[src/hdl/cge_sqrt.sv]
// Bit-pair integer square root of a 66-bit value, one result bit per cycle.
module cge_sqrt (
	input  logic clk,
	input  logic arst_n,
	input  logic start,
	input  logic [65:0] n,
	output logic done,
	output logic [32:0] root
);

	logic [65:0] n_q;
	logic [35:0] rem_q;
	logic [32:0] root_q;
	logic [5:0] cnt_q;
	logic busy_q;
	logic done_q;

	logic [35:0] rem_sh;
	logic [35:0] trial;
	logic ge;

	// Bring down the next bit pair and try the next root bit.
	assign rem_sh = {rem_q[33:0], n_q[65:64]};
	assign trial = {1'b0, root_q, 2'b01};
	assign ge = (rem_sh >= trial);

	always_ff @(posedge clk or negedge arst_n) begin
		if (!arst_n) begin
			busy_q <= 1'b0;
			done_q <= 1'b0;
			cnt_q <= '0;
		end else begin
			done_q <= 1'b0;
			if (start) begin
				busy_q <= 1'b1;
				cnt_q <= 6'd32;
			end else if (busy_q) begin
				if (cnt_q == 6'd0) begin
					busy_q <= 1'b0;
					done_q <= 1'b1;
				end else begin
					cnt_q <= cnt_q - 6'd1;
				end
			end
		end
	end

	always_ff @(posedge clk) begin
		if (start) begin
			n_q <= n;
			rem_q <= '0;
			root_q <= '0;
		end else if (busy_q) begin
			n_q <= {n_q[63:0], 2'b00};
			rem_q <= ge ? (rem_sh - trial) : rem_sh;
			root_q <= {root_q[31:0], ge};
		end
	end

	assign done = done_q;
	assign root = root_q;

endmodule

[config.mk]
export PLATFORM = sky130hd
export DESIGN_NAME = cge_sqrt
export DESIGN_NICKNAME = d
export VERILOG_FILES = /design/src/hdl/cge_sqrt.sv
export SDC_FILE = /design/constraint.sdc
export NUM_CORES = 1
export LEC_CHECK = 0
export BUFFER_PORTS_ARGS = -buffer_cell sky130_fd_sc_hd__buf_2
export CAP_MARGIN = 10
export CELL_PAD_IN_SITES_DETAIL_PLACEMENT = 0
export CELL_PAD_IN_SITES_GLOBAL_PLACEMENT = 2
export CORE_AREA = 5 5 173 125
export CTS_BUF_LIST = sky130_fd_sc_hd__clkbuf_4
export CTS_CLUSTER_SIZE = 10
export DETAILED_ROUTE_END_ITERATION = 8
export DIE_AREA = 0 0 178 130
export GPL_TIMING_DRIVEN = 1
export HOLD_SLACK_MARGIN = 0.03
export MAX_ROUTING_LAYER = met4
export PLACE_DENSITY = 0.81
export SLEW_MARGIN = 5
export SYNTH_ARGS = -nofsm -noshare
export SYNTH_HDL_FRONTEND = slang
export SYNTH_SLANG_ARGS = --single-unit
[constraint.sdc]
create_clock -name clk -period 3.41 [get_ports clk]
set_clock_uncertainty 0.15 [all_clocks]
set_input_delay 0.1705 -clock clk [delete_from_list [all_inputs] [get_ports clk]]
set_output_delay 0.1705 -clock clk [all_outputs]
set_load 0.02 [all_outputs]
==> metrics <==
layout cells sized above 1 25.7%; Gate power share 53.2%; synthesized flop and latch total 141; post-synthesis cell area 0.00761 mm^2; Clock power frac 15.4%; First DRT Iteration DRCs 390; FF-to-FF path depth 11; global route total overflow 0; dpl cell area 0.00843 mm^2; non-filler cells in the finished layout 1,170; Final Slew Violations 0; Syn. warnings 0; fmax 315 MHz; worst r2r src root[13]; Die W 178 um; initial antenna violation count 0; worst flop-to-flop path endpoint rem_q[33]; Synth top area share 26.0%; pwr/cell area 792 mW/mm^2; Tcrit/Tclk final 93.1%; most frequent cells after synthesis nor2_1, dfxtp_1, edfxtp_1; fin crit period 3170 ps; largest net degree at the start of global routing 83; Placed Cells 1,064; Clock Tree Root clkbuf_4; Max Root-Sink Buffers 2; Ports 103; sw power 3.16 mW; Total GRT Usage 16.8%; flop2flop setup slack 240 ps; register area share after synthesis 46.3%; TritonCTS Buffers 17; relative max-transition margin 55.4%; row count 43; top_reg_cell synth dfxtp_1; Worst Setup SP root[13]; Worst Path Arrival 3450 ps; H-tree Lvls 4; min-delay src n[1]; sequential share of power 31.4%; hpwl dp 12.7 mm; hold depth 3; initial cell density of the core 38.8%; fin nets 992; Hold Crit Class in2reg; Static Leak 4.16 nW; WP data required 3690 ps; Fin Setup TNS 0 ps; Critical Path End Type flop; Internal 4.36 mW; Routed WL per cell 16.0 um; hold_ws 277 ps; Sw Share 42.0%; post-synthesis cell type count 62; Tightest Pin Transition 669 ps; via count 5,819; area added between synthesis and finish 24.6%; CP Max Fanout 6; most area-hungry cell type in the Yosys netlist edfxtp_1; status finished clean; clock latency on the worst-skew pair 560 ps; Worst setup SP type flop; number of synthesized flops with an enable pin 66; clock-pin slew on the worst setup and hold paths 160 ps; CTS tree built; die height 130 um; drt total wl 18.7 mm; final-report setup violation count 0; Synthesized Nets 819; PnR worst setup slack 235 ps; Mapped Avg Cell Area 10.7 um^2; Mapped Cells 713; max_cap viols 0; fin area 0.00948 mm^2; most frequent cell after synthesis nor2_1; global placement routability congestion 0.915; first-pass GRT wire length 29.9 mm; crit path capture rem_q[33]; peak supply drop 0.000355 V; kind of critical path reg2reg; Die Area 0.0231 mm^2; drt pass-1 iters 4; vias per inst 4.97; FFs w/ async S/R, synth 5.67%; core box area 0.0196 mm^2; vias in the first global route 5,830; count of final hold-check violations 0; clk sink count 141; drt drc 0; pre-CTS WS 207 ps; top cells by area, synth edfxtp_1, dfxtp_1, mux2_2; final antenna-violating net count 0; port bufs 102
## registers in the layout, indices dropped and copies added (netlist names)
signal and cells:
n_q 66, rem_q 34, root 33, cnt_q 6
busy_q 1, done 1
## cell families after synthesis
family                   after synthesis  synth area share, %
AO/OA/AOI/OAI                        136                 12.7
XOR/XNOR                              37                 4.26
adder cells (fa/ha/maj)               37                 6.08
buffers and inverters                 75                 4.00
flip-flops                           141                 46.3
multiplexers                         119                 16.7
AND/OR/NAND/NOR                      168                 10.0
## repair_timing
item,CTS,global route
hold buffers,69,0
resized for setup,0,4
endpoints found under the hold margin,113,0
buffers inserted,0,3
setup endpoints to repair,0,12
## cell usage in the layout, fill, tap and decap left out, drive strengths merged, types with 8 or more instances in the layout
cell type / count
mux2i: 55
o21ai: 28
a21o: 14
dfxtp: 67
ha: 37
xor2: 20
nand3: 13
dfrtp: 8
inv: 53
nand2: 55
a21oi: 32
nor2: 68
edfxtp: 66
nor3: 8
buf: 116
dlygate4sd3: 69
mux2: 64
a211oi: 17
clkbuf: 17
xnor2: 17
## worst min-delay path by stage
stage	end	slack (ps)
finish	n_q[1]	280
floorplan	busy_q	-280
CTS	n_q[1]	210
detailed placement	done	-120
global placement	done	-130
global route	n_q[7]	220
## power by group through the flow
| stage | Sequential, mW | Clock (mW) | Combinational [mW] |
|---|---|---|---|
| 6_report | 2.36 | 1.15 | 4.00 |
| 5_1_grt | 2.41 | 1.28 | 4.42 |
| 4_1_cts | 2.36 | 1.21 | 3.86 |
| 3_5_place_dp | 2.40 | 0 | 3.77 |
| 3_3_place_gp | 2.39 | 0 | 3.70 |
| 2_1_floorplan | 2.35 | 0 | 3.01 |
## metrics by stage
stage	utilization (%)	power, mW
2_1_floorplan	-	5.36
3_3_place_gp	42.9	6.09
3_5_place_dp	42.9	6.17
4_1_cts	48.0	7.43
5_1_grt	48.3	8.10
6_report	48.3	7.51
## layer usage
metal / GRT usage, % / wire [um] / up-vias
met5: - / 0 / -
met4: 3.36 / 133 / 0
met3: 3.94 / 901 / 12
met2: 25.2 / 8390 / 127
met1: 23.4 / 9300 / 2755
li1: - / - / 2925
## critical path, stage by stage (launching register included)
cell	delay, ps
dfxtp_1	400
inv_1	60
ha_1	370
and2_4	200
a221o_1	330
a221oi_2	350
o31ai_4	180
a21oi_4	270
o31ai_2	170
a211oi_2	250
mux2i_1	200
o211ai_1	110
## area by class of cell
cell class / count / area, um^2
diodes: 1 / 2.50
clock buffers: 17 / 128
clock inverters: 15 / 173
fillers: 1808 / 10200
inverters: 43 / 161
multi-input cells: 498 / 3820
flip-flops and latches: 141 / 3520
well taps: 270 / 338
repair buffers: 185 / 1330
Note: power is estimated with default switching activity, not from simulation.
