### src/hdl/cge_pkg.sv
package cge_pkg;

	localparam int unsigned WORD_W = 32;
	localparam int unsigned CFG_W = 48;
	localparam int unsigned CFG_IDX_W = 2;
	localparam int unsigned MUL_W = 34;

	localparam int unsigned MAX_PUSH_STEPS_DEF = 64;
	localparam int unsigned FRAC_BITS_DEF = 16;

	// Register indexes on the configuration port.
	localparam logic [CFG_IDX_W-1:0] CFG_CENTER_X = 2'd0;
	localparam logic [CFG_IDX_W-1:0] CFG_CENTER_Y = 2'd1;
	localparam logic [CFG_IDX_W-1:0] CFG_GRAVITY = 2'd2;
	localparam logic [CFG_IDX_W-1:0] CFG_RADIUS = 2'd3;

	localparam logic [30:0] RADIUS_RESET = 31'd17039360;

	// Reciprocal of ten for an exact 32-bit unsigned divide: q = (v * R) >> 35.
	localparam logic [31:0] DIV10_RECIP = 32'hCCCCCCCD;
	localparam int unsigned DIV10_SHIFT = 35;

	typedef struct packed {
		logic signed [WORD_W-1:0] pos_x;
		logic signed [WORD_W-1:0] pos_y;
		logic signed [WORD_W-1:0] vel_x;
		logic signed [WORD_W-1:0] vel_y;
		logic last_item;
	} item_t;

	typedef struct packed {
		logic signed [WORD_W-1:0] new_pos_x;
		logic signed [WORD_W-1:0] new_pos_y;
		logic signed [WORD_W-1:0] new_vel_x;
		logic signed [WORD_W-1:0] new_vel_y;
		logic landed;
		logic push_overflow;
		logic last_out;
	} result_t;

endpackage

### src/hdl/cge_mul.sv
// Shared registered multiplier; the product appears in the cycle after the operands.
module cge_mul (
	input  logic clk,
	input  logic [cge_pkg::MUL_W-1:0] a,
	input  logic [cge_pkg::MUL_W-1:0] b,
	output logic [2*cge_pkg::MUL_W-1:0] p
);

	always_ff @(posedge clk) begin
		p <= a * b;
	end

endmodule

### config.mk
export PLATFORM = sky130hd
export DESIGN_NAME = cge_mul
export DESIGN_NICKNAME = d
export VERILOG_FILES = /design/src/hdl/cge_pkg.sv /design/src/hdl/cge_mul.sv
export SDC_FILE = /design/constraint.sdc
export NUM_CORES = 2
export LEC_CHECK = 0
export BUFFER_PORTS_ARGS = -buffer_cell sky130_fd_sc_hd__clkbuf_2
export CAP_MARGIN = 30
export CORE_MARGIN = 1.5
export CORE_UTILIZATION = 45
export CTS_CLUSTER_SIZE = 20
export DETAILED_ROUTE_END_ITERATION = 7
export PLACE_DENSITY_LB_ADDON = 0.12
export SYNTH_ARGS = -nofsm -noshare
export SYNTH_HDL_FRONTEND = slang
export SYNTH_SLANG_ARGS = --single-unit
### constraint.sdc
create_clock -name clk -period 7.6 [get_ports clk]
set_clock_uncertainty 0.2 [all_clocks]
set_input_delay 0.76 -clock clk [delete_from_list [all_inputs] [get_ports clk]]
set_output_delay 0.76 -clock clk [all_outputs]
set_load 0.02 [all_outputs]
==> results.py <==
metrics = {
    "route": {
        "num_vias": 29000,
        "wl_um": 111000,
        "drc": 0,
        "viasPerCell": 4.96,
        "initialDrtViolationCount": 1182,
        "firstDrtPassIters": 5,
        "antenna_left": 0,
        "wl_per_cell_um": 19.0,
    },
    "critical_path": {
        "cp.required_ps": 7630,
        "path_max_fanout": 6,
        "critPathCaptureType": "register",
        "path_common_cell": "fa_1",
        "crit_arrival_ps": 7610,
        "critPathKind": "input pin to register",
        "slowest_delay_ps": 550,
        "crit_end": "p[62]",
        "critPathSlowestCell": "fa_1",
        "startpoint_type": "input pin",
        "crit_start": "b[2]",
    },
    "finish": {
        "num-nets-final": 6073,
        "fin_util": 0.537,
        "largest_register": "p",
        "regArea_um2": 1360,
        "largest_reg_flops": 68,
        "drive_gt1_frac": 0.180,
        "fillers": 8076,
        "reg_top3": "p x68",
        "area_growth_pct": 18.2,
        "multi_input_area_um2": 33400,
    },
    "logic_synthesis": {
        "synth-main-ff-cell": "dfxtp_1",
        "synth.ff_latch_count": 68,
        "ys_async_sr_fraction": 0,
        "synthDistinctLibCells": 65,
        "yosys-top-cells-count": "inv_1, fa_1, nand2_1",
        "yosysTopAreaCell": "fa_1",
        "synth-edff-count": 0,
        "yosysMostFrequentCell": "inv_1",
        "synth_nets": 5660,
        "synth.top_cell.area_share": 0.527,
        "syn_area_per_cell_um2": 9.04,
        "synth_seq_area_share": 0.0351,
        "netlist_instances": 4287,
        "synth_warnings": 0,
        "synth_area_leaders": "fa_1, inv_1, ha_1",
        "synth_area_um2": 38800,
    },
    "die": {
        "die_h_um": 296,
        "start_util": 0.454,
        "dieWidth_um": 296,
        "floorplan.core_area_um2": 85300,
        "top_level_ports": 137,
        "die_area_um2": 87900,
        "rows": 107,
    },
    "timing": {
        "worst_pin_slew_ps": 691,
        "min_period_ps": 7580,
        "max_clock_freq_mhz": 132,
        "rsz0062_at_grt": "yes",
        "setup_slack_ps": 16.2,
        "setup_violations": 0,
        "hold_viol": 0,
        "fin_setup_tns_ps": 0,
        "relSlewSlack": 0.535,
        "slew_violations": 0,
        "fin_crit_sh": 0.998,
    },
    "clocking": {
        "cts_tree": "yes",
        "numCtsBuffers": 9,
        "root_buffer": "clkbuf_16",
        "clock_path_buffers": 2,
        "cts_max_level": 3,
        "clkSinkCount": 68,
        "cts.reportedPaths.clkPinSlew_ps": 60,
    },
    "min_path": {
        "hold_class": "input pin to register",
        "hold_depth": 2,
    },
    "grt": {
        "grt_max_degree": 27,
        "grt_pass1_vias": 31800,
        "grt_usage": 0.266,
        "grt_overflow": 0,
        "antenna_found_initial": 9,
        "grt_pass1_wl_um": 178000,
        "use_met3": 0.0285,
        "met1_usage": 0.349,
        "busiest_layer": "met2",
        "grt_util_met2": 0.470,
    },
    "job": {
        "drv_cap": 0,
    },
    "run_status": {
        "outcome": "finished clean",
    },
    "placed_design": {
        "numPortBuffers": 136,
        "dpl_worst_slack_ps": -637,
        "place_congestion": 0.886,
        "place.detailed.hpwl_um": 99000,
    },
}
==> metal layers <==
| layer | part of all wire | up-vias |
|---|---|---|
| met5 | 0.00015 | - |
| met4 | 0.026 | 2 |
| met3 | 0.041 | 147 |
| met2 | 0.51 | 600 |
| met1 | 0.42 | 15200 |
| li1 | - | 13100 |
==> cell type report <==
type,count,share of cell area
multi-input cells,2956,0.730
diodes,6,0.000328
clock inverters,7,0.00175
flip-flops and latches,68,0.0297
inverters,1029,0.0843
repair buffers,636,0.118
clock buffers,9,0.00492
well taps,1144,0.0312
==> placed cells by master (no fill, tap or decap), types with 5 or more instances in the layout <==
master,instances
a211oi_2,6
a21o_1,21
a21oi_1,59
a21oi_2,18
a21oi_4,5
and2_1,493
and2_4,11
buf_12,47
buf_4,414
buf_6,46
clkbuf_16,13
clkbuf_2,100
clkbuf_4,18
dfxtp_1,68
diode_2,6
fa_1,991
fa_2,29
ha_1,259
ha_4,22
inv_1,1001
inv_2,28
nand2_1,715
nand2_2,14
nand3_1,8
nand4_1,20
nor2_1,46
nor2_2,6
nor2b_1,6
nor3_1,8
nor3_2,5
o21ai_0,34
o21ai_1,17
o21ai_2,8
o21bai_1,12
xnor2_1,40
xor2_1,20
==> how the worst min path moves through the flow <==
stage / slack [ps] / end / from
finish: 930 / p[0] / b[0]
global route: 940 / p[0] / b[0]
CTS: 940 / p[0] / b[0]
detailed placement: 980 / p[28] / p[28]
global placement: 980 / p[28] / p[28]
floorplan: 690 / p[0] / b[0]
==> timing repair <==
item	4_1_cts	5_1_grt
cloned	0	4
hold buffers	0	0
pin swaps	60	97
resized for setup	119	213
hold endpoints to repair	0	0
setup buffers	9	14
endpoints found under the setup margin	32	41
==> per-stage QoR <==
stage          instance area, um2  hold WS [ps]  std cells
3_5_place_dp                44000           975       5807
3_3_place_gp                44000           975       5807
5_1_grt                     45800           941       5853
4_1_cts                     44800           935       5831
6_report                    45800           929       5855
2_1_floorplan               38800           687       4287
==> critical path: cells and delay by family <==
kind,cells,cell delay [ps]
simple gates,7,990
buf+inv,12,1020
fa+ha+maj,9,4360
compound gates,2,300
xor+xnor,1,150
==> logic make-up (layout without fill, tap and decap cells) <==
group                      Yosys count  after routing  share of synthesized area
and+or+nand+nor                   1359           1359                      0.169
adders and majority gates         1304           1304                      0.619
buffers and inverters             1263           1681                      0.125
AOI/OAI and AO/OA                  226            226                     0.0373
DFF                                 68             68                     0.0351
xor gates and xnor gates            66             66                     0.0149
muxes                                1              1                   0.000258
other                                0              6                          0
Power is not shown: default switching activity piles up to over one toggle a cycle in this logic, so the estimate is an artifact.
