$ cat config.mk
export PLATFORM = sky130hd
export DESIGN_NAME = cge_div
export DESIGN_NICKNAME = d
export VERILOG_FILES = /design/src/hdl/cge_div.sv
export SDC_FILE = /design/constraint.sdc
export NUM_CORES = 1
export LEC_CHECK = 0
export ABC_CLOCK_PERIOD_IN_PS = 7300
export BUFFER_PORTS_ARGS = -buffer_cell sky130_fd_sc_hd__buf_2
export CORE_MARGIN = 10
export CORE_UTILIZATION = 55
export CTS_CLUSTER_SIZE = 28
export DETAILED_ROUTE_END_ITERATION = 6
export HOLD_SLACK_MARGIN = 0.05
export PLACE_DENSITY = 0.73
export SYNTH_ARGS = -nofsm -noshare
export SYNTH_HDL_FRONTEND = slang
export SYNTH_SLANG_ARGS = --single-unit
$ cat constraint.sdc
create_clock -name clk -period 7.3 [get_ports clk]
set_input_delay 1.46 -clock clk [delete_from_list [all_inputs] [get_ports clk]]
set_output_delay 1.46 -clock clk [all_outputs]
set_load 0.05 [all_outputs]
$ cat src/hdl/cge_div.sv
// Restoring divider that yields the quotient capped at 2^33, one bit per cycle.
module cge_div #(
	parameter int unsigned NUM_W = 113
) (
	input  logic clk,
	input  logic arst_n,
	input  logic start,
	input  logic [NUM_W-1:0] num,
	input  logic [99:0] den,
	output logic done,
	output logic [33:0] quot
);

	localparam int unsigned DEN_SH_W = 134;
	localparam int unsigned CW = (NUM_W > DEN_SH_W) ? NUM_W : DEN_SH_W;

	logic [CW-1:0] rem_q;
	logic [CW-1:0] dsh_q;
	logic [32:0] q_q;
	logic [5:0] cnt_q;
	logic busy_q;
	logic done_q;
	logic cap_q;
	logic ge;

	assign ge = (rem_q >= dsh_q);

	always_ff @(posedge clk or negedge arst_n) begin
		if (!arst_n) begin
			busy_q <= 1'b0;
			done_q <= 1'b0;
			cnt_q <= '0;
		end else begin
			done_q <= 1'b0;
			if (start) begin
				busy_q <= 1'b1;
				cnt_q <= 6'd33;
			end else if (busy_q) begin
				// The first step only checks for a quotient at or above the cap.
				if (cnt_q == 6'd0 || (cnt_q == 6'd33 && ge)) begin
					busy_q <= 1'b0;
					done_q <= 1'b1;
				end else begin
					cnt_q <= cnt_q - 6'd1;
				end
			end
		end
	end

	always_ff @(posedge clk) begin
		if (start) begin
			rem_q <= CW'(num);
			dsh_q <= CW'({den, 33'b0});
			q_q <= '0;
			cap_q <= 1'b0;
		end else if (busy_q) begin
			dsh_q <= dsh_q >> 1;
			if (cnt_q == 6'd33) begin
				cap_q <= ge;
			end else begin
				if (ge) begin
					rem_q <= rem_q - dsh_q;
				end
				q_q <= {q_q[31:0], ge};
			end
		end
	end

	assign done = done_q;
	assign quot = cap_q ? {1'b1, 33'b0} : {1'b0, q_q};

endmodule

==> metrics.txt <==
Row Count=73; Post-Place Cell Area=0.0236 mm2; Final ANT Viol Nets=0; global-route wire length before repair=108 mm; largest delay contributor family on the critical path=simple AND/OR/NAND/NOR gates; clock transition at the registers of the reported paths=60 ps; overflow left after global routing=0; CTS tree=done; Worst-Margin Slew=1220 ps; Die Footprint=0.0488 mm2; synth top area cells=edfxtp_1 29%, dfxtp_1 7.9%, ha_1 7.6%; Num CTS Buffers=37; worst-path cell chain=ha_1 > nand4_1 > or2_1 > nor3_1 > nand2_1 > or3_1 > nor4_1 > a2111oi_0 > o21ai_1 > o21ai_2 > buf_4 > nand2_4 > buf_4; Switching Share=48.4%; commonest non-fill, non-tap cell in the layout=nand2_1; DR vias=20400; CP startpoint kind=flop; CP dominant cell by count=buf_4; CTS Root Cell=clkbuf_16; Initial Util=55.7%; DRC=0; Peak VDD IR=0.256 mV; Boundary Pins=251; CORE AREA=0.0398 mm2; critical path class=reg -> reg; Netlist cell types=79; DIE WIDTH=221 um; Slowest-stage cell, CP=nand2_4; H-tree level count=2; Synth async-reset ratio=2.59%; number of flops mapped to enable cells by yosys=213; most frequent cells in the layout=438 x nand2_1, 250 x a21oi_1, 249 x buf_2, 213 x edfxtp_1, 211 x o21ai_0; Max stage delay on crit path=780 ps; via/cell ratio=6.04; largest net degree at the start of global routing=121; Post-CTS Repair Setup Buffers=0; drt total wl=68.3 mm; Main synth FF type=edfxtp_1; Fill cells=3582; post-synthesis cell area=0.0222 mm2; Synth top area share=28.8%; Clk network pwr share=14.6%; Buf+Inv Stages, Crit Path=2; critical-path maximum fanout=70; vias in the first global route=20000; # clock sinks=309; die height=221 um; gpl congestion=0.990; Req. time, crit path=7490 ps; Tcrit/Tclk final=74.7%; final core utilization=62.3%; Internal=6.89 mW; P per Cell Area=538 mW/mm2; number of synthesis warnings=0; Resize count post-CTS=0; Net count, final=3175; post-synthesis register bit count=309; Detailed Route Iter0 Violations=1780; Reg power frac=22.6%; Hold-fix buffers, CTS=0; Layout area overhead=11.8%; Synth area leader=edfxtp_1; dpl ws=1950 ps; Final Cell Area=0.0248 mm2; Mapped Cells=2694; NetSw=6.47 mW; HPWL after DPL=52.0 mm; Hold WC Path Type=reg -> reg; CP arrival=5650 ps; Layout Skew=23.4 ps; Leak=10.5 nW; PnR worst setup slack=1850 ps; clk_lat worst skew=580 ps; Final Max Slew Viols=0; final hold vios=0; Syn Nets=3046; CTS max path bufs=3; WHS=454 ps; share of cells above drive strength 1=12.4%; setup TNS=0 ps; IO Port Bufs=250; max cap viols=0; WL per Instance=20.2 um; DRT Pass-1 Iters=5; Worst slew margin=18.8%; Combinational Power Share=62.8%; Max Freq=0.183 GHz; Tot GR Track Use=26.7%; sequential area share after synthesis=37.7%; Worst setup EP type=flop; endpoints failing setup=0; syn_area_per_cell=8.24 um2; min cycle time layout=5450 ps; Antenna diodes=0; initial antenna violation count=1; run status=finished, final reports clean; RSZ-0062 raised after global routing=false
==> metal layers <==
| metal | vias to the layer above | share of wire (%) | GRT usage (%) |
|---|---|---|---|
| li1 | 9921 | - | - |
| met1 | 9621 | 45 | 35.8 |
| met2 | 715 | 46 | 43.1 |
| met3 | 131 | 6.2 | 4.02 |
| met4 | 2 | 3.0 | 9.05 |
| met5 | - | 0.019 | 0 |
==> kinds of logic (layout without fill, tap and decap cells) <==
logic type / Yosys count / in the layout / share of synthesized area (%)
AOI/OAI and AO/OA: 833 / 833 / 23.5
xor gates and xnor gates: 117 / 117 / 4.62
adders and majority gates: 136 / 136 / 7.70
buffers and inverters: 361 / 518 / 6.22
DFF: 309 / 309 / 37.7
muxes: 41 / 41 / 1.88
and+or+nand+nor: 897 / 897 / 18.5
==> path summary, 6_finish.rpt <==
check,slack (ps),start,endpoint,cells after the start
max reg2reg,1850,rem_q[89]$_DFFE_PP_,rem_q[68]$_DFFE_PP_,13
min in group asynchronous,720,arst_n,cnt_q[0]$_DFFE_PN0P_,1
max,1850,rem_q[89]$_DFFE_PP_,rem_q[68]$_DFFE_PP_,13
min,450,q_q[32]$_SDFFE_PP0P_,q_q[32]$_SDFFE_PP0P_,2
min reg2reg,450,q_q[32]$_SDFFE_PP0P_,q_q[32]$_SDFFE_PP0P_,2
max in group asynchronous,6400,arst_n,busy_q$_DFF_PN0_,1
==> final cells by class <==
| class | count | area [um2] | area share (%) |
|---|---|---|---|
| Sequential cell | 309 | 8360 | 33.7 |
| Multi-Input combinational cell | 2024 | 12500 | 50.3 |
| Clock inverter | 13 | 193 | 0.777 |
| Inverter | 189 | 711 | 2.86 |
| Clock buffer | 54 | 1060 | 4.28 |
| Timing Repair Buffer | 262 | 1350 | 5.45 |
| Tap cell | 525 | 657 | 2.65 |
==> cell usage after synthesis (all sizes together), types with 12 or more instances <==
| cell | number |
|---|---|
| nand4 | 71 |
| nor2 | 159 |
| xnor2 | 74 |
| dfxtp | 88 |
| mux2i | 36 |
| nand3 | 40 |
| clkbuf | 155 |
| xor2 | 43 |
| nand2 | 440 |
| o21a | 23 |
| o31ai | 117 |
| nor4 | 13 |
| a21oi | 251 |
| nor3 | 43 |
| and3 | 12 |
| ha | 135 |
| o21ai | 215 |
| buf | 17 |
| a21boi | 15 |
| a21o | 59 |
| o21bai | 51 |
| a31oi | 18 |
| nor2b | 47 |
| edfxtp | 213 |
| a211o | 12 |
| inv | 189 |
| and4 | 14 |
==> flip-flops by register name, indices dropped and copies added, names as in the netlist <==
name and flops:
busy_q 1, cap_q 1, cnt_q 6, done 1, dsh_q 133, q_q 33
rem_q 134
==> power by group through the flow <==
stage          combinational [mW]  clock [mW]  sequential (mW)
6_report                     8.38        1.95             3.02
5_1_grt                      9.19        2.04             3.08
4_1_cts                      8.22        1.97             3.02
3_5_place_dp                 8.16           0             3.05
3_3_place_gp                 8.08           0             3.01
2_1_floorplan                6.14           0             2.97
==> worst min-delay path, stage by stage, from the launching register on <==
cell and delay [ps]:
dfxtp_1 300, nand2_1 50, a21oi_1 50
==> through the flow <==
step	std cells	total power [mW]
2_1_floorplan	2694	9.11
3_3_place_gp	3309	11.1
3_5_place_dp	3309	11.2
4_1_cts	3376	13.2
5_1_grt	3376	14.3
6_report	3376	13.4
No activity file was read; power rests on OpenSTA's default activity.
